[src/rtl/core/kwmt_pkg.sv]
// Package for the k-way merge winner tree: sizes, node type and helpers.
`default_nettype none
package kwmt_pkg;

	// Block configuration.
	localparam int LANES    = 8;
	localparam int KEY_BITS = 64;

	// Fixed field widths of the words on the channels.
	localparam int LANE_FIELD_W = 3;
	localparam int KEY_FIELD_W  = 64;

	// Smallest power of two that holds n leaves, never below two.
	function automatic int pow2_ceil(input int n);
		int p;
		p = 2;
		while (p < n) begin
			p = p * 2;
		end
		return p;
	endfunction

	localparam int LEAVES     = pow2_ceil(LANES);
	localparam int LEVELS     = $clog2(LEAVES);
	localparam int LEAF_W     = LEVELS;
	localparam int NODES      = LEAVES - 1;
	localparam int IDX_W      = $clog2(2 * LEAVES - 1);
	localparam int NODE_IDX_W = (NODES > 1) ? $clog2(NODES) : 1;
	localparam int LVL_W      = (LEVELS > 1) ? $clog2(LEVELS) : 1;

	// One tree entry: whether it holds a winner, and which lane.
	typedef struct packed {
		logic              valid;
		logic [LEAF_W-1:0] lane;
	} node_t;

endpackage
`default_nettype wire

[src/rtl/core/kwmt_req_if.sv]
// Input channel of the winner tree: one head update per word.
`default_nettype none
interface kwmt_req_if;
	import kwmt_pkg::*;

	logic                    valid;
	logic                    ready;
	logic [LANE_FIELD_W-1:0] lane;
	logic [KEY_FIELD_W-1:0]  head_key;
	logic                    exhausted;

	modport source (output valid, output lane, output head_key, output exhausted,
		input ready);
	modport sink (input valid, input lane, input head_key, input exhausted,
		output ready);
endinterface
`default_nettype wire

[src/rtl/core/kwmt_rsp_if.sv]
// Output channel of the winner tree: the current winner per word.
`default_nettype none
interface kwmt_rsp_if;
	import kwmt_pkg::*;

	logic                    valid;
	logic                    ready;
	logic [LANE_FIELD_W-1:0] winner_lane;
	logic [KEY_FIELD_W-1:0]  winner_key;
	logic                    all_done;

	modport source (output valid, output winner_lane, output winner_key, output all_done,
		input ready);
	modport sink (input valid, input winner_lane, input winner_key, input all_done,
		output ready);
endinterface
`default_nettype wire

[src/rtl/core/kwmt_ram.sv]
// Generic single-write, single-read RAM with a registered read port.
`default_nettype none
module kwmt_ram #(
	parameter int WIDTH = 8,
	parameter int DEPTH = 8,
	localparam int AW = (DEPTH > 1) ? $clog2(DEPTH) : 1
) (
	input  wire logic             clk,
	input  wire logic             we,
	input  wire logic [AW-1:0]    waddr,
	input  wire logic [WIDTH-1:0] wdata,
	input  wire logic [AW-1:0]    raddr,
	output logic      [WIDTH-1:0] rdata
);

	logic [WIDTH-1:0] mem [DEPTH];

	// Write port and registered read port.
	always_ff @(posedge clk) begin
		if (we) begin
			mem[waddr] <= wdata;
		end
		rdata <= mem[raddr];
	end

endmodule
`default_nettype wire

[src/rtl/core/kwmt_engine.sv]
// Update engine: head key store, tree nodes and the leaf-to-root walk.
`default_nettype none
module kwmt_engine (
	input  wire logic    clk,
	input  wire logic    arst_n,
	kwmt_req_if.sink     req,
	kwmt_rsp_if.source   rsp
);
	import kwmt_pkg::*;

	localparam logic [1:0] ST_IDLE  = 2'd0;
	localparam logic [1:0] ST_WALK  = 2'd1;
	localparam logic [1:0] ST_DRAIN = 2'd2;
	localparam logic [1:0] ST_OUT   = 2'd3;

	logic [1:0]          state_q;
	logic [LVL_W-1:0]    lvl_q;
	logic [IDX_W-1:0]    idx_q;
	logic [LEAVES-1:0]   live_q;
	node_t               tree_q [NODES];
	logic [KEY_BITS-1:0] root_key_q;

	// Path node and its key, carried up the tree.
	node_t               path_q;
	logic [KEY_BITS-1:0] path_key_q;

	// Compare stage registers.
	logic                  cmp_vld_s1;
	node_t                 sib_s1;
	logic                  path_left_s1;
	logic [NODE_IDX_W-1:0] parent_s1;

	// Output register.
	logic                    out_valid_q;
	logic [LANE_FIELD_W-1:0] out_lane_q;
	logic [KEY_FIELD_W-1:0]  out_key_q;
	logic                    out_done_q;

	logic                accept;
	logic                lane_ok;
	logic [LEAF_W-1:0]   req_leaf;
	logic [IDX_W-1:0]    sib_idx;
	logic [IDX_W-1:0]    parent_idx;
	node_t               sib_node;
	logic [KEY_BITS-1:0] sib_key;
	node_t               l_node;
	node_t               r_node;
	logic [KEY_BITS-1:0] l_key;
	logic [KEY_BITS-1:0] r_key;
	node_t               win_node;
	logic [KEY_BITS-1:0] win_key;
	logic                out_free;

	assign req.ready = (state_q == ST_IDLE);
	assign accept    = req.valid && req.ready;
	assign lane_ok   = (32'(req.lane) < 32'(LANES));
	assign req_leaf  = LEAF_W'(req.lane);
	assign out_free  = !out_valid_q || rsp.ready;

	// Head keys live in RAM; each level reads the sibling's key.
	kwmt_ram #(
		.WIDTH (KEY_BITS),
		.DEPTH (LEAVES)
	) u_keys (
		.clk   (clk),
		.we    (accept && lane_ok && !req.exhausted),
		.waddr (req_leaf),
		.wdata (req.head_key[KEY_BITS-1:0]),
		.raddr (sib_node.lane),
		.rdata (sib_key)
	);

	// Sibling of the current path position. Siblings are never on the
	// path, so they stay fixed while the walk rewrites path nodes.
	always_comb begin
		sib_idx    = idx_q[0] ? (idx_q + IDX_W'(1)) : (idx_q - IDX_W'(1));
		parent_idx = (idx_q - IDX_W'(1)) >> 1;
		if (sib_idx >= IDX_W'(NODES)) begin
			sib_node.lane  = LEAF_W'(sib_idx - IDX_W'(NODES));
			sib_node.valid = live_q[sib_node.lane];
		end else begin
			sib_node = tree_q[NODE_IDX_W'(sib_idx)];
		end
	end

	// Pick the smaller key; an empty side loses and the right side wins ties.
	always_comb begin
		l_node = path_left_s1 ? path_q : sib_s1;
		r_node = path_left_s1 ? sib_s1 : path_q;
		l_key  = path_left_s1 ? path_key_q : sib_key;
		r_key  = path_left_s1 ? sib_key : path_key_q;
		priority if (!l_node.valid) begin
			win_node = r_node;
			win_key  = r_key;
		end else if (!r_node.valid) begin
			win_node = l_node;
			win_key  = l_key;
		end else if (l_key < r_key) begin
			win_node = l_node;
			win_key  = l_key;
		end else begin
			win_node = r_node;
			win_key  = r_key;
		end
	end

	// Sequencer and control state.
	always_ff @(posedge clk or negedge arst_n) begin
		if (!arst_n) begin
			state_q     <= ST_IDLE;
			lvl_q       <= '0;
			live_q      <= '0;
			cmp_vld_s1  <= 1'b0;
			out_valid_q <= 1'b0;
			for (int i = 0; i < NODES; i++) begin
				tree_q[i] <= '0;
			end
		end else begin
			cmp_vld_s1 <= (state_q == ST_WALK);
			// A new result replaces the one taken in the same cycle.
			if ((state_q == ST_OUT) && out_free) begin
				out_valid_q <= 1'b1;
			end else if (rsp.valid && rsp.ready) begin
				out_valid_q <= 1'b0;
			end
			if (cmp_vld_s1) begin
				tree_q[parent_s1] <= win_node;
			end
			unique case (state_q)
				ST_IDLE: begin
					if (accept) begin
						lvl_q <= '0;
						if (lane_ok) begin
							live_q[req_leaf] <= !req.exhausted;
							state_q          <= ST_WALK;
						end else begin
							state_q <= ST_OUT;
						end
					end
				end
				ST_WALK: begin
					lvl_q <= lvl_q + LVL_W'(1);
					if (32'(lvl_q) == LEVELS - 1) begin
						state_q <= ST_DRAIN;
					end
				end
				ST_DRAIN: begin
					state_q <= ST_OUT;
				end
				ST_OUT: begin
					if (out_free) begin
						state_q <= ST_IDLE;
					end
				end
				default: begin
					state_q <= ST_IDLE;
				end
			endcase
		end
	end

	// Payload registers of the walk and the output word.
	always_ff @(posedge clk) begin
		if (accept) begin
			idx_q        <= IDX_W'(NODES) + IDX_W'(req_leaf);
			path_q.valid <= !req.exhausted;
			path_q.lane  <= req_leaf;
			path_key_q   <= req.head_key[KEY_BITS-1:0];
		end
		if (state_q == ST_WALK) begin
			idx_q        <= parent_idx;
			sib_s1       <= sib_node;
			path_left_s1 <= idx_q[0];
			parent_s1    <= NODE_IDX_W'(parent_idx);
		end
		if (cmp_vld_s1) begin
			path_q     <= win_node;
			path_key_q <= win_key;
			if (parent_s1 == '0) begin
				root_key_q <= win_key;
			end
		end
		if ((state_q == ST_OUT) && out_free) begin
			if (tree_q[0].valid) begin
				out_lane_q <= LANE_FIELD_W'(tree_q[0].lane);
				out_key_q  <= KEY_FIELD_W'(root_key_q);
				out_done_q <= 1'b0;
			end else begin
				out_lane_q <= '0;
				out_key_q  <= '0;
				out_done_q <= 1'b1;
			end
		end
	end

	assign rsp.valid       = out_valid_q;
	assign rsp.winner_lane = out_lane_q;
	assign rsp.winner_key  = out_key_q;
	assign rsp.all_done    = out_done_q;

endmodule
`default_nettype wire

[src/rtl/core/kway_merge_winner_tree.sv]
// Top level of the k-way merge winner tree.
`default_nettype none
// Winner tree over LANES sorted streams. Each request word replaces one lane's
// head key, or marks the lane exhausted, and the response word gives the lane
// and key of the smallest live head (right lane on ties), or all_done with zero
// fields when no lane is live. The tree starts empty; feed every lane once to
// build it. A word walks from acceptance to the result register one tree level
// per step, each step reading the sibling's key from the key RAM, then passes
// one compare drain and one output load. The next request word is taken only
// after the result is loaded, so no new word is accepted while one is in the
// walk; the output load waits while an untaken response word blocks the
// register. Request words with a lane at or above LANES leave the tree
// unchanged and return the current winner. The head key RAM needs no clearing
// after reset.
module kway_merge_winner_tree (
	input  wire logic  clk,
	input  wire logic  arst_n,
	kwmt_req_if.sink   req,
	kwmt_rsp_if.source rsp
);

	kwmt_engine u_engine (
		.clk    (clk),
		.arst_n (arst_n),
		.req    (req),
		.rsp    (rsp)
	);

endmodule
`default_nettype wire
[src/flat_wrapper.sv]
// flat-port wrapper written by rule: the top's interface ports become plain ports
module kway_merge_winner_tree_flat 
  (clk, arst_n, req_valid, req_lane, req_head_key, req_exhausted, req_ready, rsp_valid, rsp_winner_lane, rsp_winner_key, rsp_all_done, rsp_ready);
  kwmt_req_if req_i ();
  kwmt_rsp_if rsp_i ();
  input  wire logic clk;
  input  wire logic arst_n;
  input wire logic [$bits(req_i.valid)-1:0] req_valid;
  input wire logic [$bits(req_i.lane)-1:0] req_lane;
  input wire logic [$bits(req_i.head_key)-1:0] req_head_key;
  input wire logic [$bits(req_i.exhausted)-1:0] req_exhausted;
  output wire logic [$bits(req_i.ready)-1:0] req_ready;
  output wire logic [$bits(rsp_i.valid)-1:0] rsp_valid;
  output wire logic [$bits(rsp_i.winner_lane)-1:0] rsp_winner_lane;
  output wire logic [$bits(rsp_i.winner_key)-1:0] rsp_winner_key;
  output wire logic [$bits(rsp_i.all_done)-1:0] rsp_all_done;
  input wire logic [$bits(rsp_i.ready)-1:0] rsp_ready;
  assign req_i.valid = req_valid;
  assign req_i.lane = req_lane;
  assign req_i.head_key = req_head_key;
  assign req_i.exhausted = req_exhausted;
  assign req_ready = req_i.ready;
  assign rsp_valid = rsp_i.valid;
  assign rsp_winner_lane = rsp_i.winner_lane;
  assign rsp_winner_key = rsp_i.winner_key;
  assign rsp_all_done = rsp_i.all_done;
  assign rsp_i.ready = rsp_ready;
  kway_merge_winner_tree u_core (.clk(clk), .arst_n(arst_n), .req(req_i), .rsp(rsp_i));
endmodule
[config.mk]
export PLATFORM = sky130hd
export DESIGN_NAME = kway_merge_winner_tree_flat
export DESIGN_NICKNAME = d
export VERILOG_FILES = /design/src/rtl/core/kwmt_pkg.sv /design/src/rtl/core/kwmt_req_if.sv /design/src/rtl/core/kwmt_rsp_if.sv /design/src/rtl/core/kwmt_ram.sv /design/src/rtl/core/kwmt_engine.sv /design/src/rtl/core/kway_merge_winner_tree.sv /design/src/flat_wrapper.sv
export SDC_FILE = /design/constraint.sdc
export NUM_CORES = 1
export LEC_CHECK = 0
export ABC_AREA = 0
export BUFFER_PORTS_ARGS = -buffer_cell sky130_fd_sc_hd__buf_2
export CORE_MARGIN = 2
export CORE_UTILIZATION = 50
export CTS_CLUSTER_DIAMETER = 200
export DETAILED_ROUTE_END_ITERATION = 10
export GPL_TIMING_DRIVEN = 1
export PLACE_DENSITY = 0.67
export SETUP_SLACK_MARGIN = 0.05
export SLEW_MARGIN = 20
export SYNTH_ARGS = -nofsm -noshare
export SYNTH_HDL_FRONTEND = slang
export SYNTH_SLANG_ARGS = --single-unit
[constraint.sdc]
create_clock -name clk -period 15.64 [get_ports clk]
set_input_delay 3.128 -clock clk [delete_from_list [all_inputs] [get_ports clk]]
set_output_delay 3.128 -clock clk [all_outputs]
set_load 0.02 [all_outputs]
==> impl_metrics.csv <==
group,metric,value,unit
status,status,"complete, no violations",
job,max_cap_violations,0,
placed_design,io_buffers,141,
synthesis,ys_types,54,
synthesis,yosysWarnings,0,
die,die_area,0.0701,mm^2
synthesis,synth-edff-count,723,
hold_path,hp-class,"reg2reg",
final_layout,drive_gt1_share,34.4,%
grt,grt_pass1_wl,106000,um
timing,final.setup.tns,0,ps
clock_tree,cts.sinks,830,
clock_tree,hold_buffers,0,
grt,track_usage,20.1,%
setup_path,end_kind,"flip-flop",
setup_path,crit_fanout,54,
detailed_routing,remaining_drc_errors,0,
clock_tree,cts_inserted_buffers,82,
timing,fmax,0.175,GHz
detailed_routing,drt-initial-drc-count,1134,
die,die_y,265,um
final_layout,fillers,5083,
setup_path,crit_path_start,"u_core.u_engine.path_left_s1",
final_layout,syn_to_final_growth,13.1,%
timing,rsz0062_at_grt,"false",
timing,skew,24.4,ps
placed_design,hpwlAfterDp,39500,um
synthesis,syn_inst,1796,
synthesis,syn_area,0.0340,mm^2
placed_design,gp_congestion,0.815,
synthesis,synth_ff_type,"edfxtp_1",
detailed_routing,routed_via_density,5.75,
timing,relSlewSlack,29.9,%
synthesis,ys_seq_elements,830,
clock_tree,clockBufferDepth,3,
die,fp.dieW,265,um
synthesis,async_flop_share,5.06,%
die,coreArea,0.0673,mm^2
die,row_count,95,
clock_tree,root_buffer,"clkbuf_16",
timing,post-route-min-period,5720,ps
clock_tree,clock_latency,620,ps
detailed_routing,wl,69700,um
clock_tree,tritoncts,"yes",
detailed_routing,wire_per_inst,23.9,um
grt,overflow,0,
setup_path,cp.required,15990,ps
synthesis,syn-num-nets,1938,
timing,hold_viol,0,
setup_path,worstPathArrival,6080,ps
grt,grt_max_degree,104,
setup_path,startpoint_type,"flip-flop",
clock_tree,cts.repair.resized,0,
die,ioPinCount,142,
hold_path,hp-start,"u_core.u_engine.live_q[3]",
timing,tightest_slew,1050,ps
clock_tree,clkTransAtPathRegs,70,ps
grt,antenna_found_initial,12,
final_layout,regArea,0.0241,mm^2
synthesis,synth.avg_cell_area,18.9,um^2
grt,grt_pass1_vias,17600,
final_layout,nets,2110,
final_layout,multiInputGateArea,0.00962,mm^2
detailed_routing,vias,16700,
timing,setup_viol,0,
clock_tree,htree_levels,3,
detailed_routing,postRouteAntennaNets,0,
detailed_routing,dr.pass1.iters,5,
die,initial_core_util,50.5,%
setup_path,path_class,"reg2reg",
clock_tree,cts_setup_buffers,0,
timing,period_share,36.6,%
synthesis,ys_seq_area_share,70.8,%
setup_path,r2r-start,"u_core.u_engine.path_left_s1",
timing,drv_slew,0,
-- path summary, 6_finish.rpt --
| check | end | slack (ps) | depth (start not counted) |
|---|---|---|---|
| worst min register to register | u_core.u_engine.live_q[3] | 480 | 1 |
| worst min-delay path | u_core.u_engine.live_q[3] | 480 | 1 |
| max in group asynchronous | u_core.u_engine.tree_q[27] | 12750 | 2 |
| worst max-delay path | u_core.u_engine.path_key_q[32] | 9920 | 12 |
| worst max register to register | u_core.u_engine.path_key_q[32] | 9920 | 12 |
| min in group asynchronous | u_core.u_engine.lvl_q[1] | 2400 | 1 |
-- state kept, by name, indices dropped and copies added, names as in the netlist --
register,flops
u_core.u_engine.cmp_vld_s1,1
u_core.u_engine.idx_q,4
u_core.u_engine.live_q,8
u_core.u_engine.lvl_q,2
u_core.u_engine.parent_s1,3
u_core.u_engine.path_key_q,64
u_core.u_engine.path_left_s1,1
u_core.u_engine.path_q,4
u_core.u_engine.root_key_q,64
u_core.u_engine.rsp.all_done,1
u_core.u_engine.rsp.valid,1
u_core.u_engine.rsp.winner_key,64
u_core.u_engine.rsp.winner_lane,3
u_core.u_engine.sib_s1,4
u_core.u_engine.state_q,2
u_core.u_engine.tree_q,28
u_core.u_engine.u_keys.mem,512
u_core.u_engine.u_keys.rdata,64
-- area by class of cell --
class / instances / share of cell area, %
flip-flops and latches: 830 / 62.6
multi-input cells: 872 / 25.0
clock buffers: 113 / 5.96
well taps: 873 / 2.84
repair buffers: 167 / 2.45
clock inverters: 40 / 1.00
inverters: 15 / 0.146
diodes: 3 / 0.0195
-- per-layer routing --
layer  track usage, %  vias up  share of wire, %
li1                 -     7534                 -
met1             27.1     8702                43
met2             33.7      379                50
met3             3.50      118               4.8
met4             6.00       16               2.1
met5                0        -              0.15
-- cell usage after synthesis (3+ instances only) --
cell type / number / share of area, %
dfrtp_1: 42 / 3.1
nor2_1: 55 / 0.61
nand2_1: 40 / 0.44
inv_1: 15 / 0.17
nand3_1: 5 / 0.074
mux2i_2: 4 / 0.16
buf_6: 3 / 0.099
nor3b_1: 3 / 0.066
buf_2: 22 / 0.32
nand2b_1: 5 / 0.092
a211oi_1: 7 / 0.15
nand4_1: 12 / 0.22
a21oi_1: 50 / 0.74
o21ai_0: 20 / 0.29
o22ai_1: 3 / 0.055
ha_1: 70 / 2.6
and2_1: 69 / 1.3
mux2_2: 229 / 7.6
nor2b_1: 3 / 0.055
dfxtp_1: 65 / 3.8
mux4_2: 134 / 8.9
o21ai_1: 10 / 0.15
o221ai_1: 3 / 0.077
xor2_1: 3 / 0.077
buf_1: 13 / 0.14
a21o_1: 9 / 0.20
o21a_1: 4 / 0.088
mux2_4: 27 / 1.2
mux2i_1: 67 / 2.0
nand4b_1: 4 / 0.10
nor3_1: 7 / 0.10
clkbuf_1: 30 / 0.33
o211ai_1: 5 / 0.11
buf_4: 11 / 0.24
edfxtp_1: 723 / 64
-- through the flow --
step	utilization (%)	cells	area [um^2]	worst slack [ps]	hold slack, ps
after detailed placement	53.1	2755	35700	9820	466
final	57.2	2913	38500	9920	478
after global placement	53.1	2755	35700	9850	459
after floorplan	-	1796	34000	8840	444
after CTS	57.1	2908	38400	9920	480
after global routing	57.2	2913	38500	9620	502
-- kinds of logic after synthesis --
| family | after synthesis | synth area share, % |
|---|---|---|
| muxes | 461 | 19.8 |
| buffers and inverters | 94 | 1.31 |
| xor gates and xnor gates | 6 | 0.177 |
| and+or+nand+nor | 212 | 3.23 |
| adders and majority gates | 70 | 2.58 |
| AOI/OAI and AO/OA | 123 | 2.16 |
| DFF | 830 | 70.8 |
-- cells in the final DEF, fill, tap and decap left out, types with 5 or more instances in the layout --
master | Yosys | routed
mux2_4 | 27 | 27
dfrtp_1 | 42 | 40
nor2_1 | 55 | 47
nor3_1 | 7 | 6
clkbuf_8 | 0 | 8
mux4_2 | 134 | 134
bufinv_16 | 0 | 6
a21oi_1 | 50 | 49
a21o_1 | 9 | 9
buf_2 | 22 | 141
nand2_1 | 40 | 40
mux2i_1 | 67 | 67
ha_1 | 70 | 70
clkinv_1 | 0 | 10
mux2_2 | 229 | 229
inv_1 | 15 | 15
nand4_1 | 12 | 12
o211ai_1 | 5 | 5
nand3_1 | 5 | 5
edfxtp_1 | 723 | 723
clkbuf_1 | 30 | 21
and2_1 | 69 | 68
clkbuf_16 | 0 | 84
o21ai_1 | 10 | 10
dfxtp_1 | 65 | 65
buf_4 | 11 | 22
a211oi_1 | 7 | 7
clkinv_2 | 0 | 16
nor2_4 | 0 | 8
o21ai_0 | 20 | 20
-- worst max-delay path: stages (launching register included) --
cell	delay, ps
edfxtp_1	350
buf_4	530
buf_4	730
mux2_2	420
ha_1	310
nand4_1	180
nor4_1	740
o211ai_1	250
or2_1	300
o211ai_4	170
buf_4	710
mux2_2	430
mux2_2	260
Power is not shown: default switching activity piles up to over one toggle a cycle in this logic, so the estimate is an artifact.
